--- src/rtl/micepd_pkg.sv ---
// ----------------------------------------------------------------------------
// micepd_pkg
// Types, character codes and helper functions shared by the Mic-E decoder.
// ----------------------------------------------------------------------------
package micepd_pkg;

	localparam logic [7:0] TYPE_CUR    = 8'h60;
	localparam logic [7:0] TYPE_OLD    = 8'h27;
	localparam logic [7:0] TYPE_BETA_A = 8'h1c;
	localparam logic [7:0] TYPE_BETA_B = 8'h1d;

	localparam logic [7:0] CHAR_BIAS   = 8'd28;
	localparam logic [7:0] INFO_MIN    = 8'h1c;
	localparam logic [7:0] INFO_MAX    = 8'h7f;
	localparam logic [7:0] SYM_MIN     = 8'h20;
	localparam logic [7:0] SYM_MAX     = 8'h7e;
	localparam logic [7:0] CH_SLASH    = 8'h2f;
	localparam logic [7:0] CH_BSLASH   = 8'h5c;
	localparam logic [7:0] CH_STAR     = 8'h2a;
	localparam logic [7:0] CH_BANG     = 8'h21;
	localparam logic [7:0] CH_RBRACKET = 8'h5d;
	localparam logic [7:0] CH_GT       = 8'h3e;

	localparam logic [3:0] DEST_LEN    = 4'd6;
	localparam logic [3:0] DIGIT_BLANK = 4'd15;

	localparam logic [10:0] COURSE_MAX = 11'd360;
	localparam logic [10:0] SPEED_MAX  = 11'd999;
	localparam logic [10:0] SPEED_WRAP = 11'd800;
	localparam logic [10:0] COURSE_WRAP = 11'd400;

	typedef struct packed {
		logic [47:0] dest_chars;
		logic [3:0]  dest_length;
		logic [63:0] info_head;
		logic [7:0]  info_byte_eight;
		logic [7:0]  info_byte_nine;
		logic [8:0]  info_length;
	} mic_in_t;

	typedef struct packed {
		logic        accepted;
		logic [23:0] lat_digits;
		logic [1:0]  hemispheres;
		logic [7:0]  lon_degrees;
		logic [6:0]  lon_minutes;
		logic [6:0]  lon_hundredths;
		logic [9:0]  speed;
		logic [8:0]  course;
		logic [7:0]  symbol_code;
		logic [7:0]  symbol_table;
		logic [3:0]  message_code;
		logic        messaging_capable;
	} mic_out_t;

	typedef struct packed {
		logic        ok;
		logic        rev1;
		logic        lon_hundred;
		logic [6:0]  lon_dd;
		logic [6:0]  lon_mm;
		logic [6:0]  lon_hh;
		logic [6:0]  sp;
		logic [6:0]  dc;
		logic [6:0]  se;
		logic [23:0] lat_digits;
		logic [1:0]  hemispheres;
		logic [3:0]  message_code;
		logic [7:0]  symbol_code;
		logic [7:0]  symbol_table;
		logic        messaging_capable;
	} micepd_s1_t;

	function automatic logic [3:0] lat_digit(input logic [7:0] c);
		logic [7:0] t;
		begin
			t = 8'h00;
			if (c >= 8'h30 && c <= 8'h39) begin
				t = c - 8'h30;
			end else if (c >= 8'h41 && c <= 8'h4a) begin
				t = c - 8'h41;
			end else if (c >= 8'h50 && c <= 8'h59) begin
				t = c - 8'h50;
			end else begin
				t = {4'd0, DIGIT_BLANK};
			end
			return t[3:0];
		end
	endfunction

	function automatic logic table_ok(input logic [7:0] s);
		begin
			return (s == CH_SLASH) || (s == CH_BSLASH) || (s == CH_STAR) ||
				(s == CH_BANG) || (s >= 8'h30 && s <= 8'h39) ||
				(s >= 8'h61 && s <= 8'h6a) || (s >= 8'h41 && s <= 8'h5a);
		end
	endfunction

endpackage

--- src/rtl/mic_e_position_decoder.sv ---
// ----------------------------------------------------------------------------
// mic_e_position_decoder
// Decodes one Mic-E packet header per word into position, speed, course,
// symbol and message fields, or rejects it with an all-zero result.
//
//   Channel   Handshake          Payload
//   command   start / busy       cmd    (mic_in_t)
//   result    done (strobe)      result (mic_out_t)
//
// A word is taken every cycle; its result passes through the three register
// stages (check, arithmetic, output) before it is on the ports. busy stays
// low because the pipeline never holds.
// Reset clears the valid bits of every stage; no result follows reset.
// ----------------------------------------------------------------------------
module mic_e_position_decoder
	import micepd_pkg::*;
(
	input  logic     clk,
	input  logic     arst_n,
	input  logic     start,
	output logic     busy,
	input  mic_in_t  cmd,
	output logic     done,
	output mic_out_t result
);

	logic       vld_s1;
	micepd_s1_t hdr_s1;
	logic       vld_s2;
	mic_out_t   res;
	logic       done_s3;
	mic_out_t   result_s3;

	micepd_check u_check (
		.clk    (clk),
		.arst_n (arst_n),
		.start  (start),
		.cmd    (cmd),
		.vld_s1 (vld_s1),
		.hdr_s1 (hdr_s1)
	);

	micepd_arith u_arith (
		.clk    (clk),
		.arst_n (arst_n),
		.vld_s1 (vld_s1),
		.hdr_s1 (hdr_s1),
		.vld_s2 (vld_s2),
		.res    (res)
	);

	always_ff @(posedge clk or negedge arst_n) begin
		if (!arst_n) begin
			done_s3 <= 1'b0;
		end else begin
			done_s3 <= vld_s2;
		end
	end

	always_ff @(posedge clk) begin
		if (vld_s2) begin
			result_s3 <= res;
		end
	end

	assign busy   = 1'b0;
	assign done   = done_s3;
	assign result = result_s3;

endmodule

--- src/rtl/micepd_check.sv ---
// ----------------------------------------------------------------------------
// micepd_check
// First stage: validates the header and splits it into raw fields.
// ----------------------------------------------------------------------------
module micepd_check
	import micepd_pkg::*;
(
	input  logic       clk,
	input  logic       arst_n,
	input  logic       start,
	input  mic_in_t    cmd,
	output logic       vld_s1,
	output micepd_s1_t hdr_s1
);

	logic [7:0]  d [6];
	logic [7:0]  b [8];
	logic        bad;
	logic        rev1;
	logic        type_bad;
	logic [3:0]  lat [6];
	logic [2:0]  std_msg;
	logic [3:0]  cus_msg;
	logic        lat_bad;
	logic [7:0]  tbl;
	micepd_s1_t  hdr;

	always_comb begin
		for (int i = 0; i < 6; i++) begin
			d[i]   = cmd.dest_chars[8*(5-i) +: 8];
			lat[i] = lat_digit(d[i]);
		end
		for (int k = 0; k < 8; k++) begin
			b[k] = cmd.info_head[8*(7-k) +: 8];
		end
	end

	always_comb begin
		bad = (cmd.info_length > 9'd255) || (cmd.dest_length != DEST_LEN);
		for (int i = 0; i < 6; i++) begin
			if (d[i] < 8'h30 || d[i] > 8'h5a || d[i] == 8'h4d || d[i] == 8'h4e ||
				d[i] == 8'h4f) begin
				bad = 1'b1;
			end
			if (d[i] > 8'h39 && d[i] < 8'h41) begin
				bad = 1'b1;
			end
			if (i >= 3 && d[i] >= 8'h41 && d[i] <= 8'h4b) begin
				bad = 1'b1;
			end
		end
		for (int k = 1; k < 7; k++) begin
			if (b[k] < INFO_MIN || b[k] > INFO_MAX) begin
				bad = 1'b1;
			end
		end
	end

	always_comb begin
		rev1     = 1'b0;
		type_bad = 1'b0;
		case (b[0]) inside
			TYPE_CUR, TYPE_OLD: begin
				rev1     = 1'b1;
				type_bad = cmd.info_length < 9'd9;
			end
			TYPE_BETA_A, TYPE_BETA_B: begin
				type_bad = cmd.info_length < 9'd8;
			end
			default: begin
				type_bad = 1'b1;
			end
		endcase
	end

	always_comb begin
		for (int i = 0; i < 3; i++) begin
			std_msg[2-i] = d[i] >= 8'h50;
		end
		cus_msg = ((d[0] >= 8'h41 && d[0] < 8'h4c) ? 4'hc : 4'h0) |
			((d[1] >= 8'h41 && d[1] < 8'h4c) ? 4'ha : 4'h0) |
			((d[2] >= 8'h41 && d[2] < 8'h4c) ? 4'h9 : 4'h0);
		lat_bad = 1'b0;
		if (lat[0] == 4'd9 && (lat[1] != 4'd0 || lat[2] != 4'd0 || lat[3] != 4'd0 ||
			lat[4] != 4'd0 || lat[5] != 4'd0)) begin
			lat_bad = 1'b1;
		end
		if ((lat[2] != DIGIT_BLANK && lat[2] > 4'd5) ||
			(lat[4] != DIGIT_BLANK && lat[4] > 4'd5)) begin
			lat_bad = 1'b1;
		end
		if (lat[0] == DIGIT_BLANK || lat[1] == DIGIT_BLANK) begin
			lat_bad = 1'b1;
		end
		tbl = rev1 ? cmd.info_byte_eight : CH_SLASH;

		hdr.ok = !bad && !type_bad && !lat_bad && b[7] >= SYM_MIN && b[7] <= SYM_MAX &&
			table_ok(tbl);
		hdr.rev1              = rev1;
		hdr.lon_hundred       = d[4] >= 8'h50;
		hdr.lon_dd            = 7'(b[1] - CHAR_BIAS);
		hdr.lon_mm            = 7'(b[2] - CHAR_BIAS);
		hdr.lon_hh            = 7'(b[3] - CHAR_BIAS);
		hdr.sp                = 7'(b[4] - CHAR_BIAS);
		hdr.dc                = 7'(b[5] - CHAR_BIAS);
		hdr.se                = 7'(b[6] - CHAR_BIAS);
		hdr.lat_digits        = {lat[0], lat[1], lat[2], lat[3], lat[4], lat[5]};
		hdr.hemispheres       = {d[5] >= 8'h50, d[3] >= 8'h50};
		hdr.message_code      = (std_msg != 3'd0) ? {1'b0, std_msg} : cus_msg;
		hdr.symbol_code       = b[7];
		hdr.symbol_table      = tbl;
		hdr.messaging_capable = (cmd.info_length >= 9'd10) &&
			(cmd.info_byte_nine == CH_RBRACKET || cmd.info_byte_nine == CH_GT);
	end

	always_ff @(posedge clk or negedge arst_n) begin
		if (!arst_n) begin
			vld_s1 <= 1'b0;
		end else begin
			vld_s1 <= start;
		end
	end

	always_ff @(posedge clk) begin
		if (start) begin
			hdr_s1 <= hdr;
		end
	end

endmodule

--- src/rtl/micepd_arith.sv ---
// ----------------------------------------------------------------------------
// micepd_arith
// Second stage and final logic: longitude, speed and course offsets and the
// range checks that follow them.
// ----------------------------------------------------------------------------
module micepd_arith
	import micepd_pkg::*;
(
	input  logic       clk,
	input  logic       arst_n,
	input  logic       vld_s1,
	input  micepd_s1_t hdr_s1,
	output logic       vld_s2,
	output mic_out_t   res
);

	typedef struct packed {
		logic        ok;
		logic        rev1;
		logic [7:0]  lon_dd;
		logic [6:0]  lon_mm;
		logic [6:0]  lon_hh;
		logic [10:0] sp10;
		logic [3:0]  q;
		logic [3:0]  r;
		logic [6:0]  se;
		logic [23:0] lat_digits;
		logic [1:0]  hemispheres;
		logic [3:0]  message_code;
		logic [7:0]  symbol_code;
		logic [7:0]  symbol_table;
		logic        messaging_capable;
	} arith_s2_t;

	arith_s2_t   nxt;
	arith_s2_t   st_s2;
	logic [7:0]  dd;
	logic [14:0] prod;
	logic [6:0]  q10;
	logic [10:0] spd;
	logic [10:0] cse;
	logic [10:0] r100;

	always_comb begin
		dd = {1'b0, hdr_s1.lon_dd} + ((hdr_s1.rev1 && hdr_s1.lon_hundred) ? 8'd100 : 8'd0);
		if (hdr_s1.rev1 && dd >= 8'd180 && dd <= 8'd189) begin
			dd = dd - 8'd80;
		end else if (hdr_s1.rev1 && dd >= 8'd190 && dd <= 8'd199) begin
			dd = dd - 8'd190;
		end
		prod = 15'(hdr_s1.dc) * 15'd205;
		q10  = {prod[14:11], 3'b000} + {2'b00, prod[14:11], 1'b0};

		nxt.ok                = hdr_s1.ok;
		nxt.rev1              = hdr_s1.rev1;
		nxt.lon_dd            = dd;
		nxt.lon_mm            = (hdr_s1.rev1 && hdr_s1.lon_mm >= 7'd60) ?
			hdr_s1.lon_mm - 7'd60 : hdr_s1.lon_mm;
		nxt.lon_hh            = hdr_s1.lon_hh;
		nxt.sp10              = {1'b0, hdr_s1.sp, 3'b000} + {3'b000, hdr_s1.sp, 1'b0};
		nxt.q                 = prod[14:11];
		nxt.r                 = 4'(hdr_s1.dc - q10);
		nxt.se                = hdr_s1.se;
		nxt.lat_digits        = hdr_s1.lat_digits;
		nxt.hemispheres       = hdr_s1.hemispheres;
		nxt.message_code      = hdr_s1.message_code;
		nxt.symbol_code       = hdr_s1.symbol_code;
		nxt.symbol_table      = hdr_s1.symbol_table;
		nxt.messaging_capable = hdr_s1.messaging_capable;
	end

	always_ff @(posedge clk or negedge arst_n) begin
		if (!arst_n) begin
			vld_s2 <= 1'b0;
		end else begin
			vld_s2 <= vld_s1;
		end
	end

	always_ff @(posedge clk) begin
		if (vld_s1) begin
			st_s2 <= nxt;
		end
	end

	always_comb begin
		spd = st_s2.sp10 + {7'd0, st_s2.q};
		if (st_s2.rev1 && spd >= SPEED_WRAP) begin
			spd = spd - SPEED_WRAP;
		end
		r100 = {1'b0, st_s2.r, 6'd0} + {2'b00, st_s2.r, 5'd0} + {5'd0, st_s2.r, 2'b00};
		cse  = r100 + {4'd0, st_s2.se};
		if (st_s2.rev1 && cse >= COURSE_WRAP) begin
			cse = cse - COURSE_WRAP;
		end

		res = '0;
		if (st_s2.ok && cse <= COURSE_MAX && spd <= SPEED_MAX) begin
			res.accepted          = 1'b1;
			res.lat_digits        = st_s2.lat_digits;
			res.hemispheres       = st_s2.hemispheres;
			res.lon_degrees       = st_s2.lon_dd;
			res.lon_minutes       = st_s2.lon_mm;
			res.lon_hundredths    = st_s2.lon_hh;
			res.speed             = spd[9:0];
			res.course            = cse[8:0];
			res.symbol_code       = st_s2.symbol_code;
			res.symbol_table      = st_s2.symbol_table;
			res.message_code      = st_s2.message_code;
			res.messaging_capable = st_s2.messaging_capable;
		end
	end

endmodule

--- config.mk ---
export PLATFORM = sky130hd
export DESIGN_NAME = mic_e_position_decoder
export DESIGN_NICKNAME = d
export VERILOG_FILES = /design/src/rtl/micepd_pkg.sv /design/src/rtl/mic_e_position_decoder.sv /design/src/rtl/micepd_check.sv /design/src/rtl/micepd_arith.sv
export SDC_FILE = /design/constraint.sdc
export NUM_CORES = 1
export LEC_CHECK = 0
export BUFFER_PORTS_ARGS = -buffer_cell sky130_fd_sc_hd__buf_4
export CORE_MARGIN = 2
export CORE_UTILIZATION = 52
export DETAILED_ROUTE_END_ITERATION = 10
export PLACE_DENSITY = 0.77
export SLEW_MARGIN = 20
export SYNTH_ARGS = -nofsm -noshare
export SYNTH_HDL_FRONTEND = slang
export SYNTH_SLANG_ARGS = --single-unit
--- constraint.sdc ---
create_clock -name clk -period 4.41 [get_ports clk]
set_input_delay 0.882 -clock clk [delete_from_list [all_inputs] [get_ports clk]]
set_output_delay 0.882 -clock clk [all_outputs]
set_load 0.05 [all_outputs]
==> metrics.md, run 1 <==
| Metric | Value |
|---|---|
| CP Capture Type | `flip-flop` |
| Status | `finished clean` |
| DRC | `0` |
| Clock latency on the worst-skew pair | `about 560 ps` |
| Die Area | `30100 um2` |
| Setup tns final | `0 ps` |
| Largest cells by area after synthesis | `edfxtp_1 (56%), ha_1 (8.6%), and2_1 (3.1%), xnor2_1 (2.4%), inv_1 (2.1%)` |
| CTS Buffer Depth | `3` |
| Mapped Cells | `between 1k and 1.5k` |
| Final period util | `0.967` |
| Synth cell types | `93` |
| VDD IR max | `0.565 mV` |
| Final Max Slew Viols | `0` |
| Share of layout cells above drive strength 1 | `0.243` |
| I/O pin count | `235` |
| Post-synth top flop | `edfxtp_1` |
| Routed Antenna Nets | `0` |
| R2r setup slk | `150 ps` |
| Multi-input logic area | `6180 um2` |
| GR Overflow Total | `0` |
| Largest delay share family, worst path | `adder cells` |
| FP Rows | `62` |
| Routed Wire Length | `31700 um` |
| Die H | `174 um` |
| DRT Pass-1 Iters | `5` |
| Worst setup path endpoint | `u_arith.st_s2[57]` |
| Clk sinks | `280` |
| RR Endpoint | `u_arith.st_s2[57]` |
| Synthesized cell area | `14900 um2` |
| Crit. Startpoint | `u_check.hdr_s1[60]` |
| CP Cell Sequence | `ha_1 -> ha_1 -> inv_1 -> fa_1 -> inv_1 -> fa_1 -> ha_1 -> a31o_2 -> a21oi_2 -> o21ai_2 -> o21a_1 -> o21a_2 -> nor2_4 -> ha_4 -> nand2_1 -> nand2_2 -> xnor2_2 -> xnor2_1` |
| Post-Route Hold Slack | `slightly above 100 ps` |
| CP Buf/Inv Count | `2` |
| EDFF count, synth | `277` |
| Fmax achieved | `235 MHz` |
| PortBufs | `233` |
| Via count of the first global-routing pass | `between 9k and 10k` |
| DP HPWL | `23900 um` |
| Req. time, crit path | `4710 ps` |
| Core area | `28500 um2` |
| FF-to-FF Start | `u_check.hdr_s1[60]` |
| WP depth | `18` |
| Nets | `1711` |
| Slowest CP cell | `fa_1` |
| Leakage | `0.00747 uW` |
| Pwr Total | `11700 uW` |
| Synth Area per Inst | `12.5 um2` |
| Final GP Congestion | `roughly 0.93` |
| Setup WS post-layout | `roughly 150 ps` |
| Via count | `10.2k` |
| Max-cap check violation count | `0` |
| # setup viols final | `0` |
| Clk root buf | `clkbuf_16` |
| Area fraction of the dominant cell type after synthesis | `0.557` |
| First-pass GRT wire length | `50200 um` |
| H-tree depth | `1` |
| Vias per cell | `5.49` |
| DRT iter0 DRCs | `628` |
| Largest net degree at the start of global routing | `between 70 and 80` |
| Area added between synthesis and finish | `21.8%` |
| Worst Setup Start Kind | `flip-flop` |
| All-Layer GR Usage | `0.208` |
| Worst min path class | `input port to asynchronous set/reset pin` |
| Final count of hold timing violations | `0` |
| CTS Buf Count | `28` |
| Synthesized flop and latch total | `280` |
| PD cells | `643 nW/um2` |
| Largest stage delay, worst path | `around 500 ps` |
| Clk slew on worst S/H paths | `about 60 ps` |
| RSZ-0062 raised after global routing | `yes` |
| Post-DR wirelength/cell | `approximately 17 um` |
| Number of synthesis warnings | `0` |
| FILL cells | `2137` |
| Async set-reset flop share out of synthesis | `0.0107` |
| Area leader, netlist | `edfxtp_1` |
| Minimum clock period | `approximately 4300 ps` |
| DIE WIDTH | `174 um` |
| Pre-CTS WS | `57.4 ps` |
| Relative slew slack | `0.314` |
| Worst R2R Path Depth | `18` |
| Critical path class | `flip-flop to flip-flop` |
| Clock Skew | `13.2 ps` |
| Most frequent CP cell | `ha_1` |
| Register area share after synthesis | `0.562` |
| Worst slew pin tran | `~1000 ps` |
| CTS tree | `built` |
| Synthesized net count | `1460` |
| CP max FO | `3` |
| FF+latch area | `~8400 um2` |
| Arr. time, crit path | `roughly 4600 ps` |
| Hold buffer count at CTS | `0` |
| Antenna violations before repair | `4` |
| Initial Utilization | `0.525` |
==> kinds of logic (layout without fill, tap and decap cells) <==
kind of cell | after synthesis | in the layout | share of synthesized area
AO/OA/AOI/OAI | 247 | 247 | 0.118
XOR/XNOR | 65 | 65 | 0.0381
adder cells (fa/ha/maj) | 116 | 116 | 0.104
buffers and inverters | 114 | 386 | 0.0308
flip-flops | 280 | 280 | 0.562
multiplexers | 11 | 11 | 0.00778
other | 1 | 4 | 0.000251
AND/OR/NAND/NOR | 366 | 366 | 0.140
==> worst min-delay path by stage <==
| stage | from | end | slack, ps | cells past startpoint |
|---|---|---|---|---|
| floorplan | u_check.hdr_s1[0] | u_arith.st_s2[0] | 400 | 0 |
| global placement | u_check.hdr_s1[73] | u_arith.st_s2[78] | 400 | 0 |
| detailed placement | u_check.hdr_s1[0] | u_arith.st_s2[0] | 400 | 0 |
| CTS | arst_n | u_check.vld_s1 | 80 | 1 |
| global route | arst_n | done | 80 | 1 |
| finish | arst_n | done | 100 | 1 |
==> registers in the layout, indices dropped and copies added (netlist names) <==
name / cells
u_arith.vld_s2: 1
u_arith.st_s2: 96
result: 89
u_check.hdr_s1: 92
u_check.vld_s1: 1
done: 1
==> placed cells by master (no fill, tap or decap), types with 16 or more instances in the layout <==
master,Yosys,layout
xor2_1,24,23
a21oi_1,55,53
and2_1,74,74
edfxtp_1,277,277
xnor2_1,41,39
nand4_1,18,18
buf_4,1,252
o31ai_1,16,16
nand2_1,48,47
nor3_1,28,27
nand2b_1,20,20
clkbuf_16,0,28
inv_1,82,82
nor2_1,60,59
nand3_1,19,19
ha_1,103,101
o21ai_0,50,49
==> worst register-to-register path: stages, from the launching register on <==
cell      delay, ps
edfxtp_1        430
ha_1            330
ha_1            280
inv_1            50
fa_1            500
inv_1            50
fa_1            430
ha_1            280
a31o_2          240
a21oi_2         140
o21ai_2          80
o21a_1          220
o21a_2          250
nor2_4          120
ha_4            210
nand2_1          70
nand2_2          70
xnor2_2         160
xnor2_1         120
==> cell type report <==
cell class	count	share of cell area
antenna	3	0.000412
multi-input combinational	806	0.339
tap	384	0.0264
timing repair buffer	253	0.105
inverter	82	0.0169
sequential	280	0.462
clock buffer	30	0.0389
clock inverter	21	0.0115
==> metal layers <==
layer | part of all wire | GRT usage
met5 | 0.00076 | 0
met1 | 0.41 | 0.265
met3 | 0.059 | 0.0355
met4 | 0.037 | 0.0773
met2 | 0.49 | 0.359
==> stage by stage <==
| stage | instance area [um2] | instances | utilization |
|---|---|---|---|
| 5_1_grt | 18200 | 1858 | 0.639 |
| 3_5_place_dp | 17200 | 1800 | 0.603 |
| 4_1_cts | 18100 | 1851 | 0.635 |
| 6_report | 18200 | 1859 | 0.639 |
| 2_1_floorplan | 14900 | 1200 | - |
| 3_3_place_gp | 17200 | 1800 | 0.603 |
==> synth_stat cells, types with 8 or more instances <==
cell type  count
nand2_1       48
a21oi_1       55
o31ai_1       16
or2_2         13
edfxtp_1     277
nor4_1         9
o21ai_0       50
a21o_1         8
nor4b_1       12
ha_1         103
nor3_1        28
xor2_1        24
and2_1        74
inv_1         82
nor2_1        60
nor3b_1        9
nand4_1       18
clkbuf_1      18
fa_1          13
o21a_1         9
a31oi_1       11
xnor2_1       41
nand2b_1      20
nand3_1       19
==> what timing repair did <==
action | CTS | global route
gates resized for setup | 0 | 15
setup buffers | 0 | 5
endpoints found under the hold margin | 0 | 0
setup endpoints to repair | 0 | 68
==> power by group <==
group | leakage (uW) | switching [uW] | total (uW) | internal [uW]
combinational | 0.00412 | 3360 | 5450 | 2090
clock | 0.000426 | 1010 | 2310 | 1300
sequential | 0.00293 | 240 | 3950 | 3710
total | 0.00747 | 4610 | 11700 | 7100
Power figures use the tool's default switching activity.
==> run 2, diff against run 1 <==
SYNTH_HIERARCHICAL = 1   (was default)
==> run 2 against run 1 <==
  * Clock power shrank 5%
  * Routed wire length grew 6.3%
  * Setup slack gained 21 ps
  * Design area grew 1.6%
  * Critical endpoint is now u_arith/st_s2[57]
==> metrics.md, run 2 <==
| Metric | Value |
|---|---|
| Status | `finished clean` |
| Synthesized flop and latch total | `280 (unchanged)` |
| Final std cells w/o fill | `1959 (+5.4%)` |
| Largest cells by area after synthesis | `edfxtp_1 (54%), ha_1 (8.0%), inv_1 (3.8%), nor3_1 (3.3%), xnor2_1 (2.0%)` |
| Vias per cell | `5.54 (+1.0%)` |
| CTS tree | `built` |
| EDFF count, synth | `277 (unchanged)` |
| Routed Antenna Nets | `0 (unchanged)` |
| PD cells | `588 nW/um2 (-8.6%)` |
| Area leader, netlist | `edfxtp_1` |
| DP HPWL | `24800 um (+4.1%)` |
| DIE WIDTH | `176 um (+1.6%)` |
| Synthesized net count | `1566 (+7.3%)` |
| H-tree depth | `1 (unchanged)` |
| FILL cells | `2346 (+9.8%)` |
| Worst slew pin tran | `971 ps (-58.0 ps)` |
| Final Max Slew Viols | `0 (unchanged)` |
| Clk slew on worst S/H paths | `60 ps (about the same)` |
| Share of the core filled with cells | `0.627 (-0.0123)` |
| Multi-input logic area | `6270 um2 (+1.6%)` |
| VDD IR max | `0.393 mV (-31%)` |
| R2r setup slk | `170 ps (+20 ps)` |
| PortBufs | `233 (unchanged)` |
| CTS Buffer Depth | `3 (unchanged)` |
| Critical path class | `flip-flop to flip-flop` |
| Crit. Startpoint | `u_check/hdr_s1[58]` |
| CP Capture Type | `flip-flop` |
| Final GP Congestion | `0.959 (+2.8%)` |
| Worst setup path endpoint | `u_arith/st_s2[57]` |
| Die H | `176 um (+1.6%)` |
| Commonest cells post-synth | `edfxtp_1 (277), inv_1 (155), nor3_1 (102), ha_1 (99), a21oi_1 (61)` |
| Most frequent cell after synthesis | `edfxtp_1` |
| Commonest cells after routing, fill and taps aside | `edfxtp_1 (277), buf_4 (243), inv_1 (155)` |
| Worst R2R Path Depth | `18 (unchanged)` |
| I/O pin count | `235 (unchanged)` |
| Clock Skew | `12.3 ps (-0.852 ps)` |
| Fmax achieved | `236 MHz (+0.50%)` |
| Core area | `29500 um2 (+3.6%)` |
| # setup viols final | `0 (unchanged)` |
| Async set-reset flop share out of synthesis | `0.0107 (unchanged)` |
| Final period util | `0.962 (-0.00478)` |
| Largest register FFs | `96 (unchanged)` |
| Synthesized cell area | `15500 um2 (+3.4%)` |
| Commonest non-fill, non-tap cell in the layout | `edfxtp_1` |
| Synth cell types | `95 (+2.2%)` |
| FF+latch area | `8400 um2 (unchanged)` |
| GR Overflow Total | `0 (unchanged)` |
| Post-DR wirelength/cell | `17.2 um (+0.89%)` |
| Req. time, crit path | `4690 ps (-20 ps)` |
| CP Cell Sequence | `ha_4 -> inv_1 -> fa_1 -> inv_1 -> ha_1 -> fa_1 -> ha_4 -> nand3_1 -> o21ai_0 -> a21oi_1 -> o21ai_2 -> a21oi_2 -> xnor2_2 -> ha_1 -> nand2_1 -> nand2_1 -> xnor2_1 -> xnor2_1` |
| DRT Pass-1 Iters | `5 (unchanged)` |
| Synth Area per Inst | `11.8 um2 (-5.3%)` |
| Clk root buf | `clkbuf_16` |
| RR Endpoint | `u_arith/st_s2[57]` |
| DRC | `0 (unchanged)` |
| Routed Wire Length | `33700 um (+6.3%)` |
| Via count of the first global-routing pass | `10.6k (+7.8%)` |
| Nets | `1800 (+5.2%)` |
| Largest stage delay, worst path | `500 ps (about the same)` |
| Clk sinks | `280 (unchanged)` |
| Post-synth top flop | `edfxtp_1` |
| Die Area | `31100 um2 (+3.3%)` |
| Area added between synthesis and finish | `19.6%` |
| Leakage | `0.00768 uW (+2.9%)` |
| Via count | `10.9k (+6.5%)` |
| Worst Setup Start Kind | `flip-flop` |
| Relative slew slack | `0.353 (+0.0387)` |
| Biggest register | `u_arith/st_s2` |
| Arr. time, crit path | `4520 ps (-40 ps)` |
| Number of synthesis warnings | `6 (+6)` |
| Setup tns final | `0 ps (unchanged)` |
| Area fraction of the dominant cell type after synthesis | `0.538 (-0.0183)` |
| CP max FO | `4 (+1)` |
| Placed instance count | `1902 (+5.7%)` |
| Final count of hold timing violations | `0 (unchanged)` |
| Register area share after synthesis | `0.543 (-0.0185)` |
| Hold buffer count at CTS | `0 (unchanged)` |
| Worst min path class | `input port to asynchronous set/reset pin` |
| Antenna violations before repair | `5 (+1)` |
| Initial Utilization | `0.524 (-0.000773)` |
| Slowest CP cell | `fa_1` |
| Max-cap check violation count | `0 (unchanged)` |
| Clock latency on the worst-skew pair | `530 ps (-30 ps)` |
| Share of layout cells above drive strength 1 | `0.218 (-0.0241)` |
| FF-to-FF Start | `u_check/hdr_s1[58]` |
| DRT iter0 DRCs | `605 (-3.7%)` |
| FP Rows | `63 (+1.6%)` |
| First-pass GRT wire length | `53000 um (+5.6%)` |
| CTS Buf Count | `28 (unchanged)` |
| Largest net degree at the start of global routing | `72 (-6.5%)` |
| Mapped Cells | `1310 (+9.2%)` |
| Minimum clock period | `4240 ps (-21.1 ps)` |
| All-Layer GR Usage | `0.215 (+0.00712)` |
==> run 2: changes by cell type after synthesis, sizes merged, moves of 11 or more <==
cell   before  now
o21ai      52   40
inv        82  155
o31ai      16    5
buf         9   26
nand3      19   32
nor3       28  111
and2       81   13
==> run 2: cell families after synthesis <==
kind of cell	after synthesis	synth area share
multiplexers	7	0.00486
AO/OA/AOI/OAI	245	0.113
adder cells (fa/ha/maj)	112	0.0970
AND/OR/NAND/NOR	401	0.149
other	1	0.000243
buffers and inverters	197	0.0551
XOR/XNOR	67	0.0380
flip-flops	280	0.543
==> run 2: per-layer routing <==
layer / share of wire / global-route usage / vias to the layer above
met2: 0.49 / 0.374 / 350
met3: 0.064 / 0.0368 / 61
li1: - / - / 5307
met5: 0.00080 / 0 / -
met4: 0.026 / 0.0654 / 4
met1: 0.42 / 0.276 / 5140
==> run 2: repair_timing <==
action | in CTS | in global routing
setup buffers | 0 | 2
endpoints found under the setup margin | 0 | 2
gates resized for setup | 0 | 7
==> run 2: how the worst min path moves through the flow <==
stage	startpoint	to	depth (start not counted)
after global routing	arst_n	done	1
after floorplan	u_check/hdr_s1[0]	u_arith/st_s2[0]	0
after detailed placement	u_check/hdr_s1[24]	u_arith/st_s2[24]	0
final	arst_n	u_check/vld_s1	1
after CTS	arst_n	u_check/vld_s1	1
after global placement	u_check/hdr_s1[2]	u_arith/st_s2[2]	0
==> run 2: final cells by class <==
cell class / count / share of cell area
diodes: 3 / 0.000406
clock buffers: 41 / 0.0417
clock inverters: 11 / 0.00426
inverters: 155 / 0.0315
multi-input cells: 833 / 0.339
flip-flops and latches: 280 / 0.454
well taps: 390 / 0.0264
repair buffers: 246 / 0.102
==> run 2: stage by stage <==
| stage | worst slack (ps) | total power [uW] | instance area [um2] | hold WS, ps |
|---|---|---|---|---|
| 2_1_floorplan | 315 | 7370 | 15500 | 400 |
| 3_3_place_gp | 128 | 8530 | 17600 | 401 |
| 3_5_place_dp | 40.0 | 8660 | 17600 | 405 |
| 4_1_cts | 33.9 | 10900 | 18400 | 107 |
| 5_1_grt | -27.1 | 11500 | 18500 | 102 |
| 6_report | 168 | 10900 | 18500 | 128 |
==> run 2: where the power goes <==
| group | internal [uW] | switching, uW | total (uW) | leakage, uW |
|---|---|---|---|---|
| registers | 3630 | 231 | 3860 | 0.00293 |
| logic | 1740 | 3070 | 4810 | 0.00434 |
| clock network | 1270 | 927 | 2190 | 0.000416 |
==> run 2: critical path: cells and delay by family (launching register included) <==
kind	cells	cell delay (ps)
compound gates	4	580
xor+xnor	3	410
fa+ha+maj	6	2240
buf+inv	2	90
flops	1	470
simple gates	3	200
